**src/hdl/multi_read_bit_vote_crc16_assert.svh**
```systemverilog
// Assertion macros for the multi-read bit vote block.
// Included by the RTL files that carry concurrent checks; expects clk and rst.
`ifndef MULTI_READ_BIT_VOTE_CRC16_ASSERT_SVH
`define MULTI_READ_BIT_VOTE_CRC16_ASSERT_SVH

// Invariant that holds on every clock edge outside reset
`define MRBV_ASSERT(lbl, prop, msg) \
  lbl: assert property (@(posedge clk) disable iff (rst) (prop)) else $error(msg);

// Condition in one cycle implies a consequence in the next cycle
`define MRBV_ASSERT_NEXT(lbl, ante, cons, msg) \
  lbl: assert property (@(posedge clk) disable iff (rst) (ante) |=> (cons)) else $error(msg);

`endif

```
**src/hdl/mrbvc_pkg.sv**
```systemverilog
// Package for the multi-read bit vote block: sizes, constants, register
// indexes and the CRC-16 byte step. No dependencies.
package mrbvc_pkg;

  // Storage sizes
  localparam int CRC_READS        = 8;
  localparam int MAX_SECTOR_BYTES = 4096;
  localparam int CRC_IDX_W = (CRC_READS > 1) ? $clog2(CRC_READS) : 1;
  localparam int POS_W     = (MAX_SECTOR_BYTES > 1) ? $clog2(MAX_SECTOR_BYTES) : 1;

  // Field widths
  localparam int BYTE_W  = 8;
  localparam int PCT_W   = 7;
  localparam int TOTAL_W = 16;
  localparam int CRC_W   = 16;
  localparam int CRCR_W  = 3;
  localparam int THR_W   = 15;   // 127 * 255 and 100 * 255 both fit

  // Port widths
  localparam int S_TDATA_W = 16;
  localparam int M_TDATA_W = 56;
  localparam int M_TUSER_W = 2;

  // Constants
  localparam logic [CRC_W-1:0]  CRC_POLY  = 16'hA001;
  localparam logic [CRC_W-1:0]  CRC_INIT  = 16'hFFFF;
  localparam logic [THR_W-1:0]  PCT_SCALE = 15'd100;
  localparam logic [BYTE_W-1:0] READ_COUNT_RST = 8'd2;
  localparam logic [PCT_W-1:0]  MIN_VAR_RST    = 7'd10;

  // Configuration register indexes
  typedef enum logic [0:0] {
    REG_READ_COUNT = 1'b0,
    REG_MIN_VAR    = 1'b1
  } reg_idx_t;

  // One byte of CRC-16, reflected, LSB first
  function automatic logic [CRC_W-1:0] crc_byte(input logic [CRC_W-1:0] crc,
                                                 input logic [BYTE_W-1:0] data);
    logic [CRC_W-1:0] c;
    c = crc ^ {{(CRC_W-BYTE_W){1'b0}}, data};
    for (int b = 0; b < BYTE_W; b++) begin
      if (c[0]) begin
        c = (c >> 1) ^ CRC_POLY;
      end else begin
        c = c >> 1;
      end
    end
    return c;
  endfunction

endpackage

```
**src/hdl/multi_read_bit_vote_crc16.sv**
```systemverilog
// Bitwise majority vote over several reads of a sector, with CRC-16 for reads 0 to 7.
// The input register feeds the result register, from which the result of an
// item is transferred on the result stream.
// Throughput: one item per cycle unless stalled; the vote, weak test and CRC step
// of an item are one pass of logic between the input and result registers.
// Input stalls only while both registers are full and m_tready is low.
// Reset (rst, synchronous): read count 2, min_variation_pct 10, counts and
// weak total cleared, all CRCs 0xFFFF, both stages empty.
module multi_read_bit_vote_crc16 (
  input  logic                              clk,
  input  logic                              rst,
  // configuration writes
  input  logic                              cfg_we,
  input  logic [0:0]                        cfg_index,
  input  logic [7:0]                        cfg_data,
  // input stream
  input  logic                              s_tvalid,
  output logic                              s_tready,
  input  logic [mrbvc_pkg::S_TDATA_W-1:0]   s_tdata,   // read_index, data_byte
  input  logic                              s_tlast,   // final_position
  // result stream
  output logic                              m_tvalid,
  input  logic                              m_tready,
  output logic [mrbvc_pkg::M_TDATA_W-1:0]   m_tdata,   // vote_byte, weak_mask,
                                                       // weak_in_sector, crc_read,
                                                       // crc_value, zero pad
  output logic [mrbvc_pkg::M_TUSER_W-1:0]   m_tuser,   // consensus_valid, crc_valid
  output logic                              m_tlast    // sector_done
);
  import mrbvc_pkg::*;

  // configuration
  logic [BYTE_W-1:0] num_reads;
  logic [PCT_W-1:0]  min_var;
  logic [THR_W-1:0]  thr;          // min_variation_pct * num_reads

  // input register
  logic              in_valid;
  logic [BYTE_W-1:0] in_read;
  logic [BYTE_W-1:0] in_byte;
  logic              in_final;

  // state
  logic [BYTE_W-1:0]  ones_count [BYTE_W];
  logic [CRC_W-1:0]   read_crc   [CRC_READS];
  logic [TOTAL_W-1:0] weak_total;
  logic [POS_W-1:0]   position;

  // result register
  logic               out_valid;
  logic               out_cons_valid;
  logic [BYTE_W-1:0]  out_cons;
  logic [BYTE_W-1:0]  out_weak;
  logic [TOTAL_W-1:0] out_total;
  logic               out_crc_valid;
  logic [CRCR_W-1:0]  out_crc_read;
  logic [CRC_W-1:0]   out_crc_value;
  logic               out_done;

  // datapath signals
  logic               fire;
  logic               fin;
  logic               close;
  logic               crc_hit;
  logic [CRC_IDX_W-1:0] crc_idx;
  logic [CRC_W-1:0]   crc_step;
  logic [BYTE_W-1:0]  ones_next [BYTE_W];
  logic [BYTE_W-1:0]  cons_next;
  logic [BYTE_W-1:0]  weak_next;
  logic [3:0]         weak_add;
  logic [TOTAL_W-1:0] total_next;

  // handshake: the stage advances when the result slot is free or being taken
  assign fire     = in_valid && (!out_valid || m_tready);
  assign s_tready = !in_valid || fire;

  // configuration registers, threshold product kept in step with them
  always_ff @(posedge clk) begin
    if (rst) begin
      num_reads <= READ_COUNT_RST;
      min_var   <= MIN_VAR_RST;
      thr       <= THR_W'(READ_COUNT_RST) * THR_W'(MIN_VAR_RST);
    end else if (cfg_we) begin
      case (reg_idx_t'(cfg_index))
        REG_READ_COUNT: begin
          num_reads <= cfg_data;
          thr       <= THR_W'(cfg_data) * THR_W'(min_var);
        end
        REG_MIN_VAR: begin
          min_var <= cfg_data[PCT_W-1:0];
          thr     <= THR_W'(num_reads) * THR_W'(cfg_data[PCT_W-1:0]);
        end
        default: begin
          thr <= thr;
        end
      endcase
    end
  end

  // input register
  always_ff @(posedge clk) begin
    if (rst) begin
      in_valid <= 1'b0;
    end else if (s_tready) begin
      in_valid <= s_tvalid;
    end
  end

  always_ff @(posedge clk) begin
    if (s_tready && s_tvalid) begin
      in_read  <= s_tdata[BYTE_W-1:0];
      in_byte  <= s_tdata[2*BYTE_W-1:BYTE_W];
      in_final <= s_tlast;
    end
  end

  // position control and CRC step
  assign fin      = in_final || (position >= POS_W'(MAX_SECTOR_BYTES - 1));
  assign close    = ({1'b0, in_read} + 9'd1) >= {1'b0, num_reads};
  assign crc_hit  = {1'b0, in_read} < 9'(CRC_READS);
  assign crc_idx  = in_read[CRC_IDX_W-1:0];
  assign crc_step = crc_byte(read_crc[crc_idx], in_byte);

  // per-bit vote and weak test
  always_comb begin
    logic [BYTE_W-1:0] zeros;
    logic [BYTE_W-1:0] minority;
    logic [THR_W-1:0]  scaled;
    weak_add  = '0;
    cons_next = '0;
    weak_next = '0;
    for (int b = 0; b < BYTE_W; b++) begin
      ones_next[b] = (in_byte[b] && ones_count[b] != 8'hFF) ? ones_count[b] + 8'd1
                                                             : ones_count[b];
      zeros    = (ones_next[b] < num_reads) ? num_reads - ones_next[b] : '0;
      minority = (ones_next[b] < zeros) ? ones_next[b] : zeros;
      scaled   = THR_W'(minority) * PCT_SCALE;
      cons_next[b] = ones_next[b] > zeros;
      if (ones_next[b] != '0 && zeros != '0 && scaled >= thr) begin
        weak_next[b] = 1'b1;
        weak_add     = weak_add + 4'd1;
      end
    end
  end

  // saturating weak total
  always_comb begin
    logic [TOTAL_W:0] sum;
    sum        = {1'b0, weak_total} + (TOTAL_W+1)'(weak_add);
    total_next = sum[TOTAL_W] ? '1 : sum[TOTAL_W-1:0];
  end

  // per-bit counters
  always_ff @(posedge clk) begin
    if (rst) begin
      for (int b = 0; b < BYTE_W; b++) ones_count[b] <= '0;
    end else if (fire) begin
      for (int b = 0; b < BYTE_W; b++) ones_count[b] <= close ? '0 : ones_next[b];
    end
  end

  // CRC registers, weak total and position
  always_ff @(posedge clk) begin
    if (rst) begin
      for (int i = 0; i < CRC_READS; i++) read_crc[i] <= CRC_INIT;
      weak_total <= '0;
      position   <= '0;
    end else if (fire) begin
      if (close && fin) begin
        for (int i = 0; i < CRC_READS; i++) read_crc[i] <= CRC_INIT;
        weak_total <= '0;
        position   <= '0;
      end else begin
        if (crc_hit) begin
          read_crc[crc_idx] <= fin ? CRC_INIT : crc_step;
        end
        if (close) begin
          weak_total <= total_next;
          position   <= position + POS_W'(1);
        end
      end
    end
  end

  // result register
  always_ff @(posedge clk) begin
    if (rst) begin
      out_valid <= 1'b0;
    end else if (fire) begin
      out_valid <= 1'b1;
    end else if (m_tready) begin
      out_valid <= 1'b0;
    end
  end

  always_ff @(posedge clk) begin
    if (fire) begin
      out_cons_valid <= close;
      out_cons       <= close ? cons_next : '0;
      out_weak       <= close ? weak_next : '0;
      out_total      <= close ? total_next : weak_total;
      out_crc_valid  <= crc_hit && fin;
      out_crc_read   <= (crc_hit && fin) ? in_read[CRCR_W-1:0] : '0;
      out_crc_value  <= (crc_hit && fin) ? crc_step : '0;
      out_done       <= close && fin;
    end
  end

  assign m_tvalid = out_valid;
  assign m_tdata  = {5'b0, out_crc_value, out_crc_read, out_total, out_weak, out_cons};
  assign m_tuser  = {out_crc_valid, out_cons_valid};
  assign m_tlast  = out_done;

  // checks
  `include "multi_read_bit_vote_crc16_assert.svh"

  `MRBV_ASSERT(a_thr_tracks_cfg, thr == THR_W'(num_reads) * THR_W'(min_var), "threshold out of step with configuration")
  `MRBV_ASSERT(a_done_closes, !(out_valid && out_done) || out_cons_valid, "sector end without a closed position")
  `MRBV_ASSERT(a_weak_in_cons, !(out_valid && !out_cons_valid) || (out_weak == '0), "weak bits on an open position")
  `MRBV_ASSERT_NEXT(a_sector_clear, fire && close && fin, weak_total == '0 && position == '0 && read_crc[0] == CRC_INIT, "sector state not cleared")
  `MRBV_ASSERT_NEXT(a_total_rises, fire && !(close && fin), weak_total >= $past(weak_total), "weak total fell inside a sector")

endmodule
```
**config.mk**
```make
export PLATFORM = sky130hd
export DESIGN_NAME = multi_read_bit_vote_crc16
export DESIGN_NICKNAME = d
export VERILOG_FILES = /design/src/hdl/mrbvc_pkg.sv /design/src/hdl/multi_read_bit_vote_crc16.sv
export VERILOG_INCLUDE_DIRS = /design/src /design/src/hdl
export SDC_FILE = /design/constraint.sdc
export NUM_CORES = 1
export LEC_CHECK = 0
export ABC_AREA = 1
export BUFFER_PORTS_ARGS = -buffer_cell sky130_fd_sc_hd__buf_2
export CELL_PAD_IN_SITES_DETAIL_PLACEMENT = 1
export CELL_PAD_IN_SITES_GLOBAL_PLACEMENT = 2
export CORE_MARGIN = 3
export CORE_UTILIZATION = 40
export CTS_BUF_LIST = sky130_fd_sc_hd__clkbuf_4
export DETAILED_ROUTE_END_ITERATION = 16
export PLACE_DENSITY = 0.86
export SETUP_SLACK_MARGIN = 0.1
export SLEW_MARGIN = 10
export SYNTH_ARGS = -nofsm -noshare
export SYNTH_HDL_FRONTEND = slang
export SYNTH_SLANG_ARGS = --single-unit
```
**constraint.sdc**
```tcl
create_clock -name clk -period 14.29 [get_ports clk]
set_clock_uncertainty 0.1 [all_clocks]
set_input_delay 1.429 -clock clk [delete_from_list [all_inputs] [get_ports clk]]
set_output_delay 1.429 -clock clk [all_outputs]
set_load 0.05 [all_outputs]
```
==> results of run 1 <==
state kept, by name, summed over array words and instances (netlist names), 3 cells and up, named ones only:
name / count
out_crc_read: 3
position: 12
ones_count: 64
in_byte: 8
out_cons: 8
out_crc_value: 16
in_read: 8
weak_total: 16
thr: 15
out_total: 16
num_reads: 8
read_crc: 128
min_var: 7
out_weak: 8
power groups by stage:
| stage | clock network, W | registers (W) | logic (W) |
|---|---|---|---|
| floorplan | 0 | 0.00123 | 0.00351 |
| global placement | 0 | 0.00117 | 0.00469 |
| detailed placement | 0 | 0.00117 | 0.00485 |
| CTS | 0.000906 | 0.00115 | 0.00489 |
| global route | 0.000954 | 0.00115 | 0.00573 |
| finish | 0.000873 | 0.00115 | 0.00492 |
synth_stat cells, types with 17 or more instances:
master and count:
or2_2 18, inv_1 690, a21oi_1 245, nor3_1 41, nand4_1 65, dfxtp_1 63, ha_1 548, xor2_1 97
xnor2_1 61, o221ai_1 17, nand2_1 779, o211ai_1 21, nor2_1 343, o21ai_0 246, fa_1 89, o22ai_1 19
o21bai_1 18, clkbuf_1 76, nand3_1 174, edfxtp_1 263
logic make-up (layout without fill, tap and decap cells):
kind of cell               after synthesis  after routing  share of synthesized area
and+or+nand+nor                       1456           1456                      0.190
buffers and inverters                  796           1012                     0.0953
AOI/OAI and AO/OA                      638            638                      0.112
adders and majority gates              637            637                      0.269
DFF                                    326            326                      0.286
xor gates and xnor gates               167            167                     0.0477
other                                    1             12                   0.000117
critical path: cells and delay by family, from the launching register on:
kind            cells  cell delay [ns]
compound gates     12             1.72
xor+xnor            3             0.50
fa+ha+maj          14             4.21
buf+inv            11             1.02
flops               1             0.42
simple gates       39             4.95
metrics by stage:
stage	instance area (um^2)	instances	total power (W)
2_1_floorplan	32100	4025	0.00473
3_3_place_gp	33800	5111	0.00585
3_5_place_dp	33800	5111	0.00602
4_1_cts	35000	5280	0.00694
5_1_grt	35300	5295	0.00784
6_report	35300	5298	0.00694
how the worst max path moves through the flow:
stage               cells after the start        endpoint  slack, ns         startpoint
floorplan                              80  weak_total[15]       1.97   ones_count[0][0]
global placement                       70   out_total[15]       0.76  ones_count[0][16]
detailed placement                     78   out_total[15]       0.28   ones_count[0][0]
CTS                                    78   out_total[15]       0.27   ones_count[0][0]
global route                           81  weak_total[15]      -0.04   ones_count[0][0]
finish                                 79   out_total[15]       1.08   ones_count[0][0]
final cells by class:
| cell class | instances | area share |
|---|---|---|
| Timing Repair Buffer | 147 | 0.0252 |
| Antenna cell | 7 | 0.000497 |
| Clock inverter | 44 | 0.00589 |
| Sequential cell | 326 | 0.260 |
| Clock buffer | 125 | 0.0266 |
| Multi-Input combinational cell | 2903 | 0.571 |
| Timing Repair inverter | 1 | 0.000142 |
| Inverter | 695 | 0.0741 |
| Tap cell | 1050 | 0.0373 |
what timing repair did:
action,4_1_cts,5_1_grt
gates resized for setup,0,63
setup endpoints to repair,0,32
hold buffers,0,0
setup buffers,0,10
per-layer routing:
metal | global-route usage | share of wire
met1 | 0.306 | 0.45
met2 | 0.419 | 0.48
met3 | 0.0304 | 0.045
met4 | 0.0654 | 0.026
met5 | 0 | 0.00038
==> flow_metrics.env, run 1 <==
export IMPL_cts_sinks=326
export IMPL_r2r_start="ones_count[0][0]"
export IMPL_die_area_mm2=0.0836
export IMPL_antenna_left=0
export IMPL_grt_overflow=0
export IMPL_final_cell_mix="771 x nand2_1, 686 x inv_1, 547 x ha_1, 329 x nor2_1, 263 x edfxtp_1"
export IMPL_criticalPathCategory="reg -> reg"
export IMPL_ys_seq_elements=326
export IMPL_clk_pin_slew_ns=0.07
export IMPL_p_int_w=0.00340
export IMPL_routed_via_density=5.24
export IMPL_ys_warn_count=0
export IMPL_crit_path_max_fanout=5
export IMPL_grt_start_max_net_pins=68
export IMPL_cts_tree="built"
export IMPL_ys_seq_area_frac=0.286
export IMPL_timing_hold_violations_final=0
export IMPL_powerDensity_mw_per_mm2=197
export IMPL_r2r_cells=79
export IMPL_post_drt_wl_per_cell_um=18.7
export IMPL_synthTopCellsByArea="edfxtp_1 25%, ha_1 21%, nand2_1 9.1%"
export IMPL_max_freq_ghz=0.0757
export IMPL_fin_crit_ns=13.21
export IMPL_period_share=0.924
export IMPL_rows=103
export IMPL_post_place_ws_ns=0.285
export IMPL_p_leak_nw=17.3
export IMPL_pwr_share_clk=0.126
export IMPL_grt_pass1_vias=28800
export IMPL_vdd_ir_drop_max_v=0.000212
export IMPL_hold_class="reg -> reg"
export IMPL_synth_distinct_cells=64
export IMPL_start_util=0.405
export IMPL_cts_max_level=3
export IMPL_die_height_um=289
export IMPL_power_switching_w=0.00354
export IMPL_timing_critical_path_arrival_ns=13.72
export IMPL_fin_tns_setup_ns=0
export IMPL_groute_usage_overall=0.238
export IMPL_wl_um=99000
export IMPL_reg2reg_setup_slack_ns=1.08
export IMPL_setup_viol=0
export IMPL_synth_cells=4021
export IMPL_min_from="position[11]"
export IMPL_drv_cap=0
export IMPL_drive_above_1_share=0.0917
export IMPL_clock_latency_ns=0.91
export IMPL_holdPathStages=2
export IMPL_synth_avg_cell_area_um2=7.98
export IMPL_grt_pass1_wl_um=156000
export IMPL_synth_top_area_share=0.246
export IMPL_netlist_area_mm2=0.0321
export IMPL_synth_async_sr_flop_share=0
export IMPL_fill_cells=9793
export IMPL_seq_power_share=0.166
export IMPL_slew_headroom=0.235
export IMPL_dieWidth_um=289
export IMPL_synth_top_area_cell="edfxtp_1"
export IMPL_hold_ws_ns=0.377
export IMPL_port_buffers=86
export IMPL_timing_critical_path_mode_cell="nand2_1"
export IMPL_cp_data_required_time_ns=14.81
export IMPL_layout_nets=4836
export IMPL_min_to="position[11]"
export IMPL_max_stage_delay_ns=0.53
export IMPL_dp_hpwl_um=73700
export IMPL_fin_ws_ns=1.08
export IMPL_switching_share=0.510
export IMPL_cts_root_buf="clkbuf_4"
export IMPL_clockBufferDepth=3
export IMPL_antenna_found_initial=10
export IMPL_max_slew_worst_pin_slew_ns=1.15
export IMPL_coreArea_mm2=0.0793
export IMPL_pin_count=92
export IMPL_gp_congestion=0.833
export IMPL_seq_area_mm2=0.00916
export IMPL_slew_viol_final=0
export IMPL_drtPass1Iterations=7
export IMPL_area_growth_pct=9.94
export IMPL_drt_initial_drc_count=1323
export IMPL_multiInputGateArea_mm2=0.0201
export IMPL_numCtsBuffers=94
export IMPL_startpoint_type="flop"
export IMPL_synth_edff_count=263
export IMPL_status="finished clean"
export IMPL_mostFrequentLayoutCell="nand2_1"
export IMPL_ys_flop_type="edfxtp_1"
export IMPL_comb_power_share=0.708
export IMPL_cp_end_kind="flop"
export IMPL_r2r_end="out_total[15]"
export IMPL_via_count=27800
export IMPL_slowest_stage="fa_1"
export IMPL_final_util=0.445
export IMPL_drc=0
No activity file was read; power rests on OpenSTA's default activity.
==> run 2, diff against run 1 <==
--- a/config.mk
+++ b/config.mk
@@ -14,7 +14,7 @@
 export CORE_UTILIZATION = 40
 export CTS_BUF_LIST = sky130_fd_sc_hd__clkbuf_4
 export DETAILED_ROUTE_END_ITERATION = 16
-export PLACE_DENSITY = 0.86
+export PLACE_DENSITY = 0.92
 export SETUP_SLACK_MARGIN = 0.1
 export SLEW_MARGIN = 10
 export SYNTH_ARGS = -nofsm -noshare
==> run 2 against run 1 <==
Net effect:
- count of clock-buffer cells in the layout rose by 13
- non-clock buffer count up 2
- die area did not move
- power up 0.22%
- final area rose by 0.27%
- hold slack better by 0.0044 ns
- critical path depth is 1 lower
- first-iteration DRC count increased by 2.6%
- cell count did not move
==> flow_metrics.env, run 2 (synthesized netlist as in run 1, its figures left out) <==
export IMPL_post_drt_wl_per_cell_um=18.7
export IMPL_cp_end_kind="flop"
export IMPL_grt_util_met2=0.415
export IMPL_startpoint_type="flop"
export IMPL_largestRegisters="read_crc (128), ones_count (64)"
export IMPL_max_slew_worst_pin_slew_ns=1.25
export IMPL_timing_critical_path_arrival_ns=13.67
export IMPL_drc=0
export IMPL_criticalPathCategory="reg -> reg"
export IMPL_grt_busiest_layer="met2"
export IMPL_via_count=28100
export IMPL_largest_reg_flops=128
export IMPL_antenna_left=0
export IMPL_p_leak_nw=17.4
export IMPL_dieWidth_um=289
export IMPL_rows=103
export IMPL_drt_initial_drc_count=1357
export IMPL_layout_nets=4839
export IMPL_drive_above_1_share=0.0966
export IMPL_max_stage_delay_ns=0.54
export IMPL_grt_use_met1=0.293
export IMPL_setup_viol=0
export IMPL_slew_headroom=0.163
export IMPL_grt_overflow=0
export IMPL_hold_class="reg -> reg"
export IMPL_fin_tns_setup_ns=0
export IMPL_drtPass1Iterations=5
export IMPL_slowest_stage="fa_1"
export IMPL_routed_via_density=5.30
export IMPL_crit_path_max_fanout=8
export IMPL_mostFrequentLayoutCell="nand2_1"
export IMPL_cts_root_buf="clkbuf_4"
export IMPL_area_growth_pct=10.2
export IMPL_final_util=0.446
export IMPL_groute_usage_overall=0.238
export IMPL_gp_congestion=0.864
export IMPL_timing_hold_violations_final=0
export IMPL_crit_buf_inv=8
export IMPL_port_buffers=86
export IMPL_max_freq_ghz=0.0763
export IMPL_status="finished clean"
export IMPL_critical_path_top_delay_family="simple AND/OR/NAND/NOR gates"
export IMPL_grt_pass1_wl_um=157000
export IMPL_numCtsBuffers=95
export IMPL_met3_usage=0.0410
export IMPL_die_area_mm2=0.0836
export IMPL_start_util=0.405
export IMPL_final_cell_mix="769 x nand2_1, 686 x inv_1, 548 x ha_1, 331 x nor2_1, 263 x edfxtp_1"
export IMPL_period_share=0.917
export IMPL_drv_cap=0
export IMPL_cp_data_required_time_ns=14.85
export IMPL_coreArea_mm2=0.0793
export IMPL_clockBufferDepth=3
export IMPL_grt_pass1_vias=29300
export IMPL_powerDensity_mw_per_mm2=197
export IMPL_grt_start_max_net_pins=79
export IMPL_cts_sinks=326
export IMPL_cts_hold_buffers=0
export IMPL_top_register="read_crc"
export IMPL_fin_crit_ns=13.11
export IMPL_timing_critical_path_mode_cell="nand2_1"
export IMPL_cts_tree="built"
export IMPL_rsz0062_at_grt="true"
export IMPL_vdd_ir_drop_max_v=0.000304
export IMPL_slew_viol_final=0
export IMPL_cts_max_level=3
export IMPL_antenna_found_initial=4
export IMPL_dp_hpwl_um=75100
export IMPL_pin_count=92
export IMPL_die_height_um=289
export IMPL_total_power_w=0.00695
export IMPL_clock_latency_ns=0.88
export IMPL_wl_um=99300
export IMPL_clk_pin_slew_ns=0.07
## run 2: worst min-delay path, cell delays in order, from the launching register on
cell     delay [ns]
dfxtp_1        0.32
inv_1          0.06
a21oi_1        0.06
## run 2: per-stage QoR
step	worst slack (ns)	std cells	hold WS (ns)	cell area, um^2
finish	1.18	5298	0.381	35400
global route	-0.0618	5295	0.404	35400
CTS	0.134	5280	0.377	35000
detailed placement	0.203	5111	0.364	33800
global placement	0.711	5111	0.352	33800
floorplan	1.97	4025	0.336	32100
## run 2: metal layers
layer | share of wire | routed length (um)
met5 | 0.00027 | 27
met4 | 0.039 | 3860
met1 | 0.43 | 42500
met3 | 0.049 | 4860
met2 | 0.48 | 48000
## run 2: worst paths after layout
path / endpoint / slack [ns] / startpoint / cells past startpoint
hold reg to reg: position[11] / 0.38 / position[11] / 2
setup reg to reg: weak_total[15] / 1.18 / ones_count[0][0] / 78
hold / removal: position[11] / 0.38 / position[11] / 2
setup / recovery: weak_total[15] / 1.18 / ones_count[0][0] / 78
## run 2: timing repair
action | 4_1_cts | 5_1_grt
buffers inserted | 0 | 12
endpoints found under the setup margin | 0 | 32
gates resized for setup | 0 | 79
## run 2: final cells by class
type	count	area (um^2)
Sequential cell	326	9160
Timing Repair inverter	1	7.51
Tap cell	1050	1310
Fill cell	9803	43900
Clock inverter	31	181
Multi-Input combinational cell	2903	20100
Clock buffer	138	1040
Timing Repair Buffer	149	916
Inverter	695	2620
Antenna cell	5	12.5
## run 2: where the power goes
part	leakage (nW)	switching (W)	total (W)	internal [W]
logic	13.9	0.00303	0.00488	0.00185
clock network	0.738	0.000457	0.000922	0.000465
registers	2.77	0.0000383	0.00115	0.00111
